## config.mk

```make
export PLATFORM = sky130hd
export DESIGN_NAME = encoder_speed_direction_meter
export DESIGN_NICKNAME = d
export VERILOG_FILES = /design/src/hdl/esdm_pkg.sv /design/src/hdl/esdm_div.sv /design/src/hdl/encoder_speed_direction_meter.sv
export SDC_FILE = /design/constraint.sdc
export NUM_CORES = 1
export LEC_CHECK = 0
export BUFFER_PORTS_ARGS = -buffer_cell sky130_fd_sc_hd__buf_2
export CAP_MARGIN = 20
export CORE_MARGIN = 4
export CORE_UTILIZATION = 65
export DETAILED_ROUTE_END_ITERATION = 16
export MAX_ROUTING_LAYER = met4
export PLACE_DENSITY_LB_ADDON = 0.12
export SLEW_MARGIN = 15
export SYNTH_ARGS = -nofsm -noshare
export SYNTH_HDL_FRONTEND = slang
export SYNTH_SLANG_ARGS = --single-unit
```

## constraint.sdc

```tcl
create_clock -name clk_i -period 8.9 [get_ports clk_i]
set_input_delay 2.225 -clock clk_i [delete_from_list [all_inputs] [get_ports clk_i]]
set_output_delay 2.225 -clock clk_i [all_outputs]
set_load 0.02 [all_outputs]
```

## src/hdl/esdm_pkg.sv

```systemverilog
// shared widths, codes and reset values for the encoder speed and direction meter
// no dependencies
package esdm_pkg;

  localparam int unsigned TickW   = 32;
  localparam int unsigned CountW  = 16;
  localparam int unsigned FracW   = 8;
  localparam int unsigned AvgW    = TickW + FracW;
  localparam int unsigned InDataW = 40;
  localparam int unsigned OutDataW = 64;

  localparam logic [CountW-1:0] PprReset = CountW'(1000);

  typedef enum logic [1:0] {
    CH_NONE = 2'd0,
    CH_A    = 2'd1,
    CH_B    = 2'd2
  } chan_e;

  typedef enum logic [2:0] {
    ST_IDLE = 3'b001,
    ST_DIV  = 3'b010,
    ST_PEND = 3'b100
  } state_e;

endpackage

```

## src/hdl/esdm_div.sv

```systemverilog
// bit-serial restoring divider, one quotient bit per cycle
// depends on esdm_pkg for default widths
module esdm_div #(
  parameter int unsigned DVD_W = esdm_pkg::AvgW,
  parameter int unsigned DVS_W = esdm_pkg::CountW
) (
  input  logic             clk_i,
  input  logic             rst_ni,
  input  logic             start_i,
  input  logic [DVD_W-1:0] dividend_i,
  input  logic [DVS_W-1:0] divisor_i,
  output logic             done_o,
  output logic [DVD_W-1:0] quot_o
);
  import esdm_pkg::*;

  localparam int unsigned CntW = $clog2(DVD_W + 1);

  logic [DVD_W-1:0] dvd_q, dvd_d;
  logic [DVS_W-1:0] rem_q, rem_d;
  logic [DVS_W-1:0] dvs_q, dvs_d;
  logic [CntW-1:0]  cnt_q, cnt_d;
  logic             done_q, done_d;
  logic [DVS_W:0]   trial;
  logic [DVS_W:0]   diff;
  logic             ge;

  // shift in the next dividend bit and try a subtraction
  assign trial = {rem_q, dvd_q[DVD_W-1]};
  assign ge    = trial >= {1'b0, dvs_q};
  assign diff  = trial - {1'b0, dvs_q};

  always_comb begin
    dvd_d  = dvd_q;
    rem_d  = rem_q;
    dvs_d  = dvs_q;
    cnt_d  = cnt_q;
    done_d = 1'b0;
    if (start_i) begin
      dvd_d = dividend_i;
      rem_d = '0;
      dvs_d = divisor_i;
      cnt_d = CntW'(DVD_W);
    end else if (cnt_q != '0) begin
      dvd_d  = {dvd_q[DVD_W-2:0], ge};
      rem_d  = ge ? diff[DVS_W-1:0] : trial[DVS_W-1:0];
      cnt_d  = cnt_q - CntW'(1);
      done_d = (cnt_q == CntW'(1));
    end
  end

  always_ff @(posedge clk_i or negedge rst_ni) begin
    if (!rst_ni) begin
      cnt_q  <= '0;
      done_q <= 1'b0;
    end else begin
      cnt_q  <= cnt_d;
      done_q <= done_d;
    end
  end

  always_ff @(posedge clk_i) begin
    dvd_q <= dvd_d;
    rem_q <= rem_d;
    dvs_q <= dvs_d;
  end

  assign done_o = done_q;
  assign quot_o = dvd_q;

endmodule

```

## src/hdl/encoder_speed_direction_meter.sv

```systemverilog
// Encoder speed and direction meter, top level.
// Input stream: one transaction per level change on quadrature channel A or B.
//   s_axis_tuser selects the channel, s_axis_tdata carries the new level and a
//   wrapping 32-bit microsecond timestamp.
// Output stream: exactly one transaction per input transaction, in order, with
//   the direction, average period (8 fraction bits), pulse position and, in
//   m_axis_tuser, a flag set when that change closed a revolution.
// cfg_we_i writes pulses per revolution (reset 1000); write only while idle.
// Timing: an ordinary change goes from ST_IDLE through ST_PEND to the result
//   register, and the input is ready again once the result register takes it.
//   A change that closes a revolution runs the bit-serial divider, 40 steps
//   one quotient bit each, in ST_DIV before ST_PEND and the result register;
//   the divider sets the worst-case rate.
// One item is worked on at a time; s_axis_tready is high only when idle.
// A result waiting on a stalled receiver does not block acceptance of the next
//   item, which then holds in its final state until the output register frees.
// Reset clears all measuring state, disarms the block and empties the output;
//   nothing is counted until the first rising edge of channel A.
module encoder_speed_direction_meter (
  input  logic                             clk_i,
  input  logic                             rst_ni,
  // tuser: pin_is_b
  input  logic                             s_axis_tvalid,
  output logic                             s_axis_tready,
  // tdata: pin_level [0], timestamp [32:1], zero pad
  input  logic [esdm_pkg::InDataW-1:0]     s_axis_tdata,
  input  logic                             s_axis_tuser,
  output logic                             m_axis_tvalid,
  input  logic                             m_axis_tready,
  // tdata: reversed [0], avg_period [40:1], pulse_position [56:41], zero pad
  output logic [esdm_pkg::OutDataW-1:0]    m_axis_tdata,
  // tuser: rev_done
  output logic                             m_axis_tuser,
  input  logic                             cfg_we_i,
  input  logic [esdm_pkg::CountW-1:0]      cfg_wdata_i
);
  import esdm_pkg::*;

  state_e              state_q, state_d;
  logic [CountW-1:0]   ppr_q;
  logic                armed_q, armed_d;
  logic                lvl_a_q, lvl_a_d;
  logic                lvl_b_q, lvl_b_d;
  chan_e               last_q, last_d;
  logic [CountW-1:0]   count_q, count_d;
  logic [TickW-1:0]    prev_q, prev_d;
  logic [TickW-1:0]    sum_q, sum_d;
  logic                rev_q, rev_d;
  logic                done_q, done_d;
  logic [AvgW-1:0]     avg_q, avg_d;
  logic                ovalid_q, ovalid_d;
  logic [OutDataW-1:0] odata_q, odata_d;
  logic                ouser_q, ouser_d;

  logic                accept;
  logic                is_b;
  logic                lvl;
  logic [TickW-1:0]    tick;
  chan_e               chan;
  logic                a_rise;
  logic [CountW-1:0]   count_inc;
  logic [TickW-1:0]    delta;
  logic                div_start;
  logic                div_done;
  logic [AvgW-1:0]     div_quot;
  logic                out_free;

  assign s_axis_tready = (state_q == ST_IDLE);
  assign accept    = s_axis_tvalid && s_axis_tready;
  assign is_b      = s_axis_tuser;
  assign lvl       = s_axis_tdata[0];
  assign tick      = s_axis_tdata[TickW:1];
  assign chan      = is_b ? CH_B : CH_A;
  assign a_rise    = !is_b && lvl;
  assign count_inc = count_q + CountW'(1);
  assign delta     = tick - prev_q;
  assign out_free  = !ovalid_q || m_axis_tready;

  always_comb begin
    state_d   = state_q;
    armed_d   = armed_q;
    lvl_a_d   = lvl_a_q;
    lvl_b_d   = lvl_b_q;
    last_d    = last_q;
    count_d   = count_q;
    prev_d    = prev_q;
    sum_d     = sum_q;
    rev_d     = rev_q;
    done_d    = done_q;
    avg_d     = avg_q;
    div_start = 1'b0;
    ovalid_d  = ovalid_q && !m_axis_tready;
    odata_d   = odata_q;
    ouser_d   = ouser_q;

    case (state_q)
      ST_IDLE: begin
        if (accept) begin
          done_d  = 1'b0;
          state_d = ST_PEND;
          if (!armed_q) begin
            if (a_rise) begin
              prev_d  = tick;
              armed_d = 1'b1;
            end
          end else begin
            // direction is only sampled at the start of a revolution
            if (count_q == '0) begin
              if (is_b) begin
                lvl_b_d = lvl;
              end else begin
                lvl_a_d = lvl;
              end
              // debounce: only a change on the other channel counts
              if (chan != last_q) begin
                last_d = chan;
                if (a_rise) begin
                  if (lvl_b_q) begin
                    rev_d = 1'b0;
                  end
                end else if (is_b && lvl) begin
                  if (lvl_a_q) begin
                    rev_d = 1'b1;
                  end
                end
              end
            end
            if (a_rise) begin
              prev_d = tick;
              if (ppr_q != '0 && count_inc == ppr_q) begin
                // average uses the total before this edge's delta
                count_d   = '0;
                sum_d     = delta;
                done_d    = 1'b1;
                div_start = 1'b1;
                state_d   = ST_DIV;
              end else begin
                count_d = count_inc;
                sum_d   = sum_q + delta;
              end
            end
          end
        end
      end
      ST_DIV: begin
        if (div_done) begin
          avg_d   = div_quot;
          state_d = ST_PEND;
        end
      end
      ST_PEND: begin
        if (out_free) begin
          ovalid_d = 1'b1;
          odata_d  = OutDataW'({count_q, avg_q, rev_q});
          ouser_d  = done_q;
          state_d  = ST_IDLE;
        end
      end
      default: begin
        state_d = ST_IDLE;
      end
    endcase
  end

  esdm_div #(
    .DVD_W(AvgW),
    .DVS_W(CountW)
  ) u_div (
    .clk_i     (clk_i),
    .rst_ni    (rst_ni),
    .start_i   (div_start),
    .dividend_i({sum_q, {FracW{1'b0}}}),
    .divisor_i (ppr_q),
    .done_o    (div_done),
    .quot_o    (div_quot)
  );

  always_ff @(posedge clk_i or negedge rst_ni) begin
    if (!rst_ni) begin
      state_q  <= ST_IDLE;
      ppr_q    <= PprReset;
      armed_q  <= 1'b0;
      lvl_a_q  <= 1'b0;
      lvl_b_q  <= 1'b0;
      last_q   <= CH_NONE;
      count_q  <= '0;
      prev_q   <= '0;
      sum_q    <= '0;
      rev_q    <= 1'b0;
      done_q   <= 1'b0;
      avg_q    <= '0;
      ovalid_q <= 1'b0;
    end else begin
      state_q  <= state_d;
      if (cfg_we_i) begin
        ppr_q <= cfg_wdata_i;
      end
      armed_q  <= armed_d;
      lvl_a_q  <= lvl_a_d;
      lvl_b_q  <= lvl_b_d;
      last_q   <= last_d;
      count_q  <= count_d;
      prev_q   <= prev_d;
      sum_q    <= sum_d;
      rev_q    <= rev_d;
      done_q   <= done_d;
      avg_q    <= avg_d;
      ovalid_q <= ovalid_d;
    end
  end

  always_ff @(posedge clk_i) begin
    odata_q <= odata_d;
    ouser_q <= ouser_d;
  end

  assign m_axis_tvalid = ovalid_q;
  assign m_axis_tdata  = odata_q;
  assign m_axis_tuser  = ouser_q;

endmodule

```

==> results of run 1 <==
-- per-stage QoR --
step	cell area, sq um	power, uW	instances	setup WS (ns)
CTS	17280	6009	1931	2.306
global route	17290	6508	1932	1.906
floorplan	15590	4155	1503	2.627
detailed placement	16290	4727	1879	1.729
finish	17290	6015	1932	2.220
global placement	16290	4630	1879	1.852
-- power breakdown --
| group | internal [uW] | switching [uW] | leakage [uW] |
|---|---|---|---|
| Combinational | 1220 | 1600 | 0.00409 |
| Clock | 743 | 508 | 0.000480 |
| Sequential | 1700 | 246 | 0.00315 |
-- state kept, by name (all words and copies together), names as in the netlist --
name and count:
u_div.done_o 1, ppr_q 16, done_q 1, last_q 2, sum_q 32, lvl_b_q 1, m_axis_tdata 57, armed_q 1
state_q 3, m_axis_tvalid 1, count_q 16, u_div.rem_q 16, lvl_a_q 1, u_div.quot_o 40, prev_q 32, avg_q 40
u_div.dvs_q 16, u_div.cnt_q 6, m_axis_tuser 1, rev_q 1
-- cell families after synthesis --
family,count (synthesis),share of synthesized area [%]
simple gates,443,13.63
compound gates,352,14.34
flops,284,48.35
buf+inv,137,4.043
mux,100,7.170
fa+ha+maj,90,7.379
xor+xnor,90,5.064
other cells,1,0.02409
-- metal layers --
layer  part of all wire, %  vias to the layer above  global-route usage, %
met5                     0                        -                      -
met4                   1.9                        0                  5.032
met3                   5.6                       55                  2.683
met2                    44                      309                  38.25
met1                    49                     5446                  39.50
li1                      -                     5547                      -
-- area by class of cell --
cell class,count,area [sq um]
clock inverter,19,249.0
multi-input combinational,1082,7447
clock buffer,33,739.5
fill,1740,6252
timing repair buffer,127,674.4
tap,319,399.1
inverter,68,255.2
sequential,284,7526
-- layout by cell type, fill, tap and decap left out, drive strengths merged, types with 8 or more instances in the layout --
master    n
nor2     90
clkbuf   33
a31oi    11
mux2     92
o21ai   107
nand2b   16
o31ai    12
a211oi   22
a21oi   101
and3     10
buf     127
nand4    14
o21a     12
inv      69
nor4     14
edfxtp  106
dfxtp    24
clkinv   11
xor2     28
mux2i     8
nor3     21
nand2   178
and2      9
a21o     40
xnor2    62
dfrtp   147
ha       87
nand3    50
nor2b    15
-- worst max-delay path, stage by stage --
cell and delay [ns]:
buf_2 0.10, inv_1 0.09, ha_1 0.17, inv_1 0.05
fa_1 0.40, a21o_1 0.18, a21oi_1 0.21, nor2b_1 0.11
o31ai_1 0.37, a21boi_0 0.46, ha_1 0.38, a211oi_1 0.26
nor2_1 0.10, o31a_1 0.27, a2111o_1 0.44, a22oi_2 0.24
o21ai_1 0.14, a21oi_2 0.22, o21ai_1 0.10, a21oi_2 0.21
mux2_1 0.35, nand3_1 0.09
-- worst paths after layout --
| kind | startpoint | to | slack [ns] | depth (start not counted) |
|---|---|---|---|---|
| worst max-delay path | s_axis_tdata[1] | sum_q[31] | 2.22 | 22 |
| worst min-delay path | avg_q[21] | m_axis_tdata[22] | 0.45 | 0 |
| worst max register to register | prev_q[0] | sum_q[31] | 3.74 | 20 |
| worst min register to register | avg_q[21] | m_axis_tdata[22] | 0.45 | 0 |
| max in group asynchronous | rst_ni | prev_q[9] | 5.76 | 2 |
| min in group asynchronous | rst_ni | done_q | 1.74 | 1 |
==> impl_metrics.ini, run 1 <==
[detailed_routing]
drt-total-wl_um = 32910
wl_per_cell_um = 17.03
drt-pass1-iter-count = 6
vias_per_cell = 5.878
drt_iter0_drc = 802
drc = 0
num_vias = 11360
ant_nets = 0

[layout]
areaGrowthSynthToFinish_pct = 11.08
post-route-util_pct = 73.44
antennaDiodeCount = 0
drive_gt1_share_pct = 18.85
layout.nets = 1743

[clock_network]
cts_root_buffer = clkbuf_16
insertion_delay_ns = 0.56
post_cts_buffers = 0
cts_sinks = 284
h-tree-depth = 1
numCtsBuffers = 28
path_clk_slew_ns = 0.06
clockBufferDepth = 3
cts_tree = yes
cts_resized = 0
cts_hold_buf = 0

[power]
ir_drop_mv = 0.2203
powerDensity_nw_per_um2 = 347.9
p_leak_uw = 0.007722

[floorplanning]
start_util_pct = 66.12
rows = 56
core_sq_um = 23540
die_area_sq_um = 26490
boundaryPins = 129
die_h_um = 162.8
die_w_um = 162.8

[sta]
setup_viol = 0
clock.fmax_mhz = 149.7
post-route-period-util_pct = 75.05
tns_ns = 0
worst_pin_slew_ns = 0.8580
holdWs_ns = 0.4454
layout_min_cycle_time_ns = 6.680
fin_worst_skew_ns = 0.01237
finalMaxSlewViolations = 0
rsz0062_at_grt = false
hold_violations = 0
max_slew_margin_pct = 42.80

[place]
io_buffers = 114
post-dp-hpwl_um = 22870
place.gp.congestion = 0.8849

[global_route]
antenna_found_initial = 0
grt.total_usage_pct = 25.84
grt-ovfl-total = 0
first_global_vias = 10740
grt_max_degree = 92
grt_pass1_wl_um = 54860

[worst_hold_path]
hold_path.class = flop to flop

[synth]
seq_area_frac_synth_pct = 48.35
synth-async-reset-ratio_pct = 54.23
yosysTopAreaCell = dfrtp_1
yosys_warnings = 0
synth-main-ff-cell = dfrtp_1
syn_area_sq_um = 15570
avgSynthCellArea_sq_um = 10.40
synthTopCellsByCount = nand2_1 (178), dfrtp_1 (147), edfxtp_1 (106)
ys_ff_latch = 284
synth_area_leaders = dfrtp_1 (24%), edfxtp_1 (20%), ha_1 (7.0%), mux2_2 (6.6%), nand2_1 (4.3%)
netlist.area_leader.share_pct = 23.63
postSynthCellCount = 1497
yosysUniqueCellTypes = 84
synth-edff-count = 106
synth_most_common_cell = nand2_1

[critical_path]
arrival_ns = 7.17
startpoint_type = input pin
crit_path_end_kind = flop
cp_max_fo = 5
worstSetupPathType = input pin to flop
worstPathRequired_ns = 9.39

[outcome]
status = finished clean

[run]
cap_viol_max_count = 0
Note: power is estimated with default switching activity, not from simulation.
==> run 2: changes to the inputs <==
Settings changed: CORE_UTILIZATION 65 to 61.
Clock period 8.9 ns to 6.32 ns, I/O delays scaled along.
==> run 2 against run 1 <==
- worst setup slack got worse by 1.7 ns
- clock skew rose by 0.011 ns
- sequential power rose by 41%
- clock power rose by 44%
- flip-flop and latch count did not move
- register-to-register slack got worse by 2.4 ns
- routed wire length rose by 0.52%
- core utilization fell by 4.2 points
- largest cell class unchanged
==> impl_metrics.ini, run 2 (synthesized netlist as in run 1, its figures left out) <==
[layout]
largest_reg_flops = 57
final_common_cell = nand2_1
areaGrowthSynthToFinish_pct = 11.63
fillers = 1910
layout.nets = 1751
antennaDiodeCount = 0
drive_gt1_share_pct = 19.10
final-seq-area_sq_um = 7526
multiInputGateArea_sq_um = 7447
layout_common_cells = nand2_1 (178), dfrtp_1 (147), buf_2 (113), edfxtp_1 (106), mux2_2 (91)

[critical_path]
worstPathRequired_ns = 6.82
cp_max_fo = 5
worst-r2r-cell-count = 24
arrival_ns = 6.29
crit_path_end_kind = flop
r2r_start = prev_q[0]
startpoint = s_axis_tdata[1]
startpoint_type = input pin
worstSetupPathType = input pin to flop

[sta]
setup_viol = 0
fin_worst_skew_ns = 0.02363
rsz0062_at_grt = false
layout_min_cycle_time_ns = 5.790
clock.fmax_mhz = 172.7
finalMaxSlewViolations = 0
holdWs_ns = 0.4433
hold_violations = 0
worst_slack_ns = 0.5305
tns_ns = 0
max_slew_margin_pct = 40.11
worst_pin_slew_ns = 0.8950
post-route-period-util_pct = 91.61

[global_route]
grtUsageMet1_pct = 36.67
first_global_vias = 10840
grt.busiest_layer = met1
grt_util_met2_pct = 35.48
grt_max_degree = 70
grt_pass1_wl_um = 55370
grt.total_usage_pct = 24.17
antenna_found_initial = 0
grt-ovfl-total = 0
use_met3_pct = 2.620

[power]
p_int_uw = 5195
p_leak_uw = 0.007767
powerDensity_nw_per_um2 = 489.0
pwr-share-clk_pct = 21.2
combPwrFrac_pct = 46.6
pwr-share-seq_pct = 32.3
p_sw_uw = 3302
p_sw_share_pct = 38.86
ir_drop_mv = 0.2988

[clock_network]
post_cts_buffers = 0
cts_hold_buf = 0
insertion_delay_ns = 0.57
cts_sinks = 284
clockBufferDepth = 3
cts_resized = 0
cts_tree = yes
numCtsBuffers = 30
path_clk_slew_ns = 0.06
h-tree-depth = 1
cts_root_buffer = clkbuf_16

[floorplanning]
core_sq_um = 25110
die_w_um = 167.7
boundaryPins = 129
start_util_pct = 61.99
rows = 58
die_h_um = 167.7
die_area_sq_um = 28140

[worst_hold_path]
hold_path.class = flop to flop
hold_path.startpoint = avg_q[35]
min_path_cells = 0

[place]
place.gp.congestion = 0.9146
post-dp-hpwl_um = 23670
io_buffers = 114
dp_slack_ns = -0.02791

[detailed_routing]
drc = 0
drt-total-wl_um = 33080
wl_per_cell_um = 16.94
num_vias = 11220
vias_per_cell = 5.745
ant_nets = 0
drt_iter0_drc = 906
drt-pass1-iter-count = 6

[outcome]
status = finished clean

[run]
cap_viol_max_count = 0
run 2: routing by layer:
layer	routed length, um	share of wire, %
met3	1599	4.8
met2	14470	44
met4	632	1.9
met1	16370	49
met5	0	0
run 2: power groups by stage:
stage / sequential [uW] / clock (uW) / combinational [uW]
global route: 2800 / 1900 / 4490
detailed placement: 2770 / 0 / 3910
global placement: 2750 / 0 / 3810
CTS: 2740 / 1820 / 3940
floorplan: 2650 / 0 / 3200
finish: 2740 / 1800 / 3960
run 2: path summary, 6_finish.rpt:
check,slack (ns),endpoint
setup / recovery,0.53,sum_q[31]
hold / removal,0.44,m_axis_tdata[36]
setup reg to reg,1.38,sum_q[31]
hold reg to reg,0.44,m_axis_tdata[36]
max in group asynchronous,4.27,prev_q[7]
min in group asynchronous,0.92,ppr_q[12]
run 2: critical path, stage by stage:
cell      delay [ns]
buf_2           0.10
inv_1           0.08
ha_1            0.17
inv_1           0.05
fa_1            0.39
a21o_1          0.18
a21oi_1         0.18
nor2b_1         0.10
o311ai_1        0.34
buf_4           0.18
nand2_1         0.07
a21o_1          0.18
a21oi_1         0.17
xnor2_1         0.22
ha_1            0.35
nand2_1         0.09
o21ai_0         0.10
nor4_1          0.34
o31ai_1         0.15
a22oi_2         0.19
o21ai_1         0.13
a21oi_2         0.21
o21ai_1         0.11
a21oi_2         0.20
mux2_1          0.35
nand3_1         0.09
run 2: layout make-up:
| cell class | count | area share (%) |
|---|---|---|
| flip-flops and latches | 284 | 43.31 |
| multi-input cells | 1082 | 42.86 |
| clock buffers | 40 | 4.651 |
| repair buffers | 133 | 4.140 |
| well taps | 330 | 2.376 |
| inverters | 68 | 1.469 |
| clock inverters | 16 | 1.195 |
run 2: per-stage QoR:
| stage | utilization (%) | total power, uW | area (sq um) | std cells |
|---|---|---|---|---|
| after CTS | 69.17 | 8497 | 17370 | 1952 |
| after floorplan | - | 5851 | 15590 | 1503 |
| after detailed placement | 65.13 | 6674 | 16350 | 1896 |
| after global routing | 69.20 | 9184 | 17380 | 1953 |
| after global placement | 65.13 | 6551 | 16350 | 1896 |
| final | 69.20 | 8497 | 17380 | 1953 |
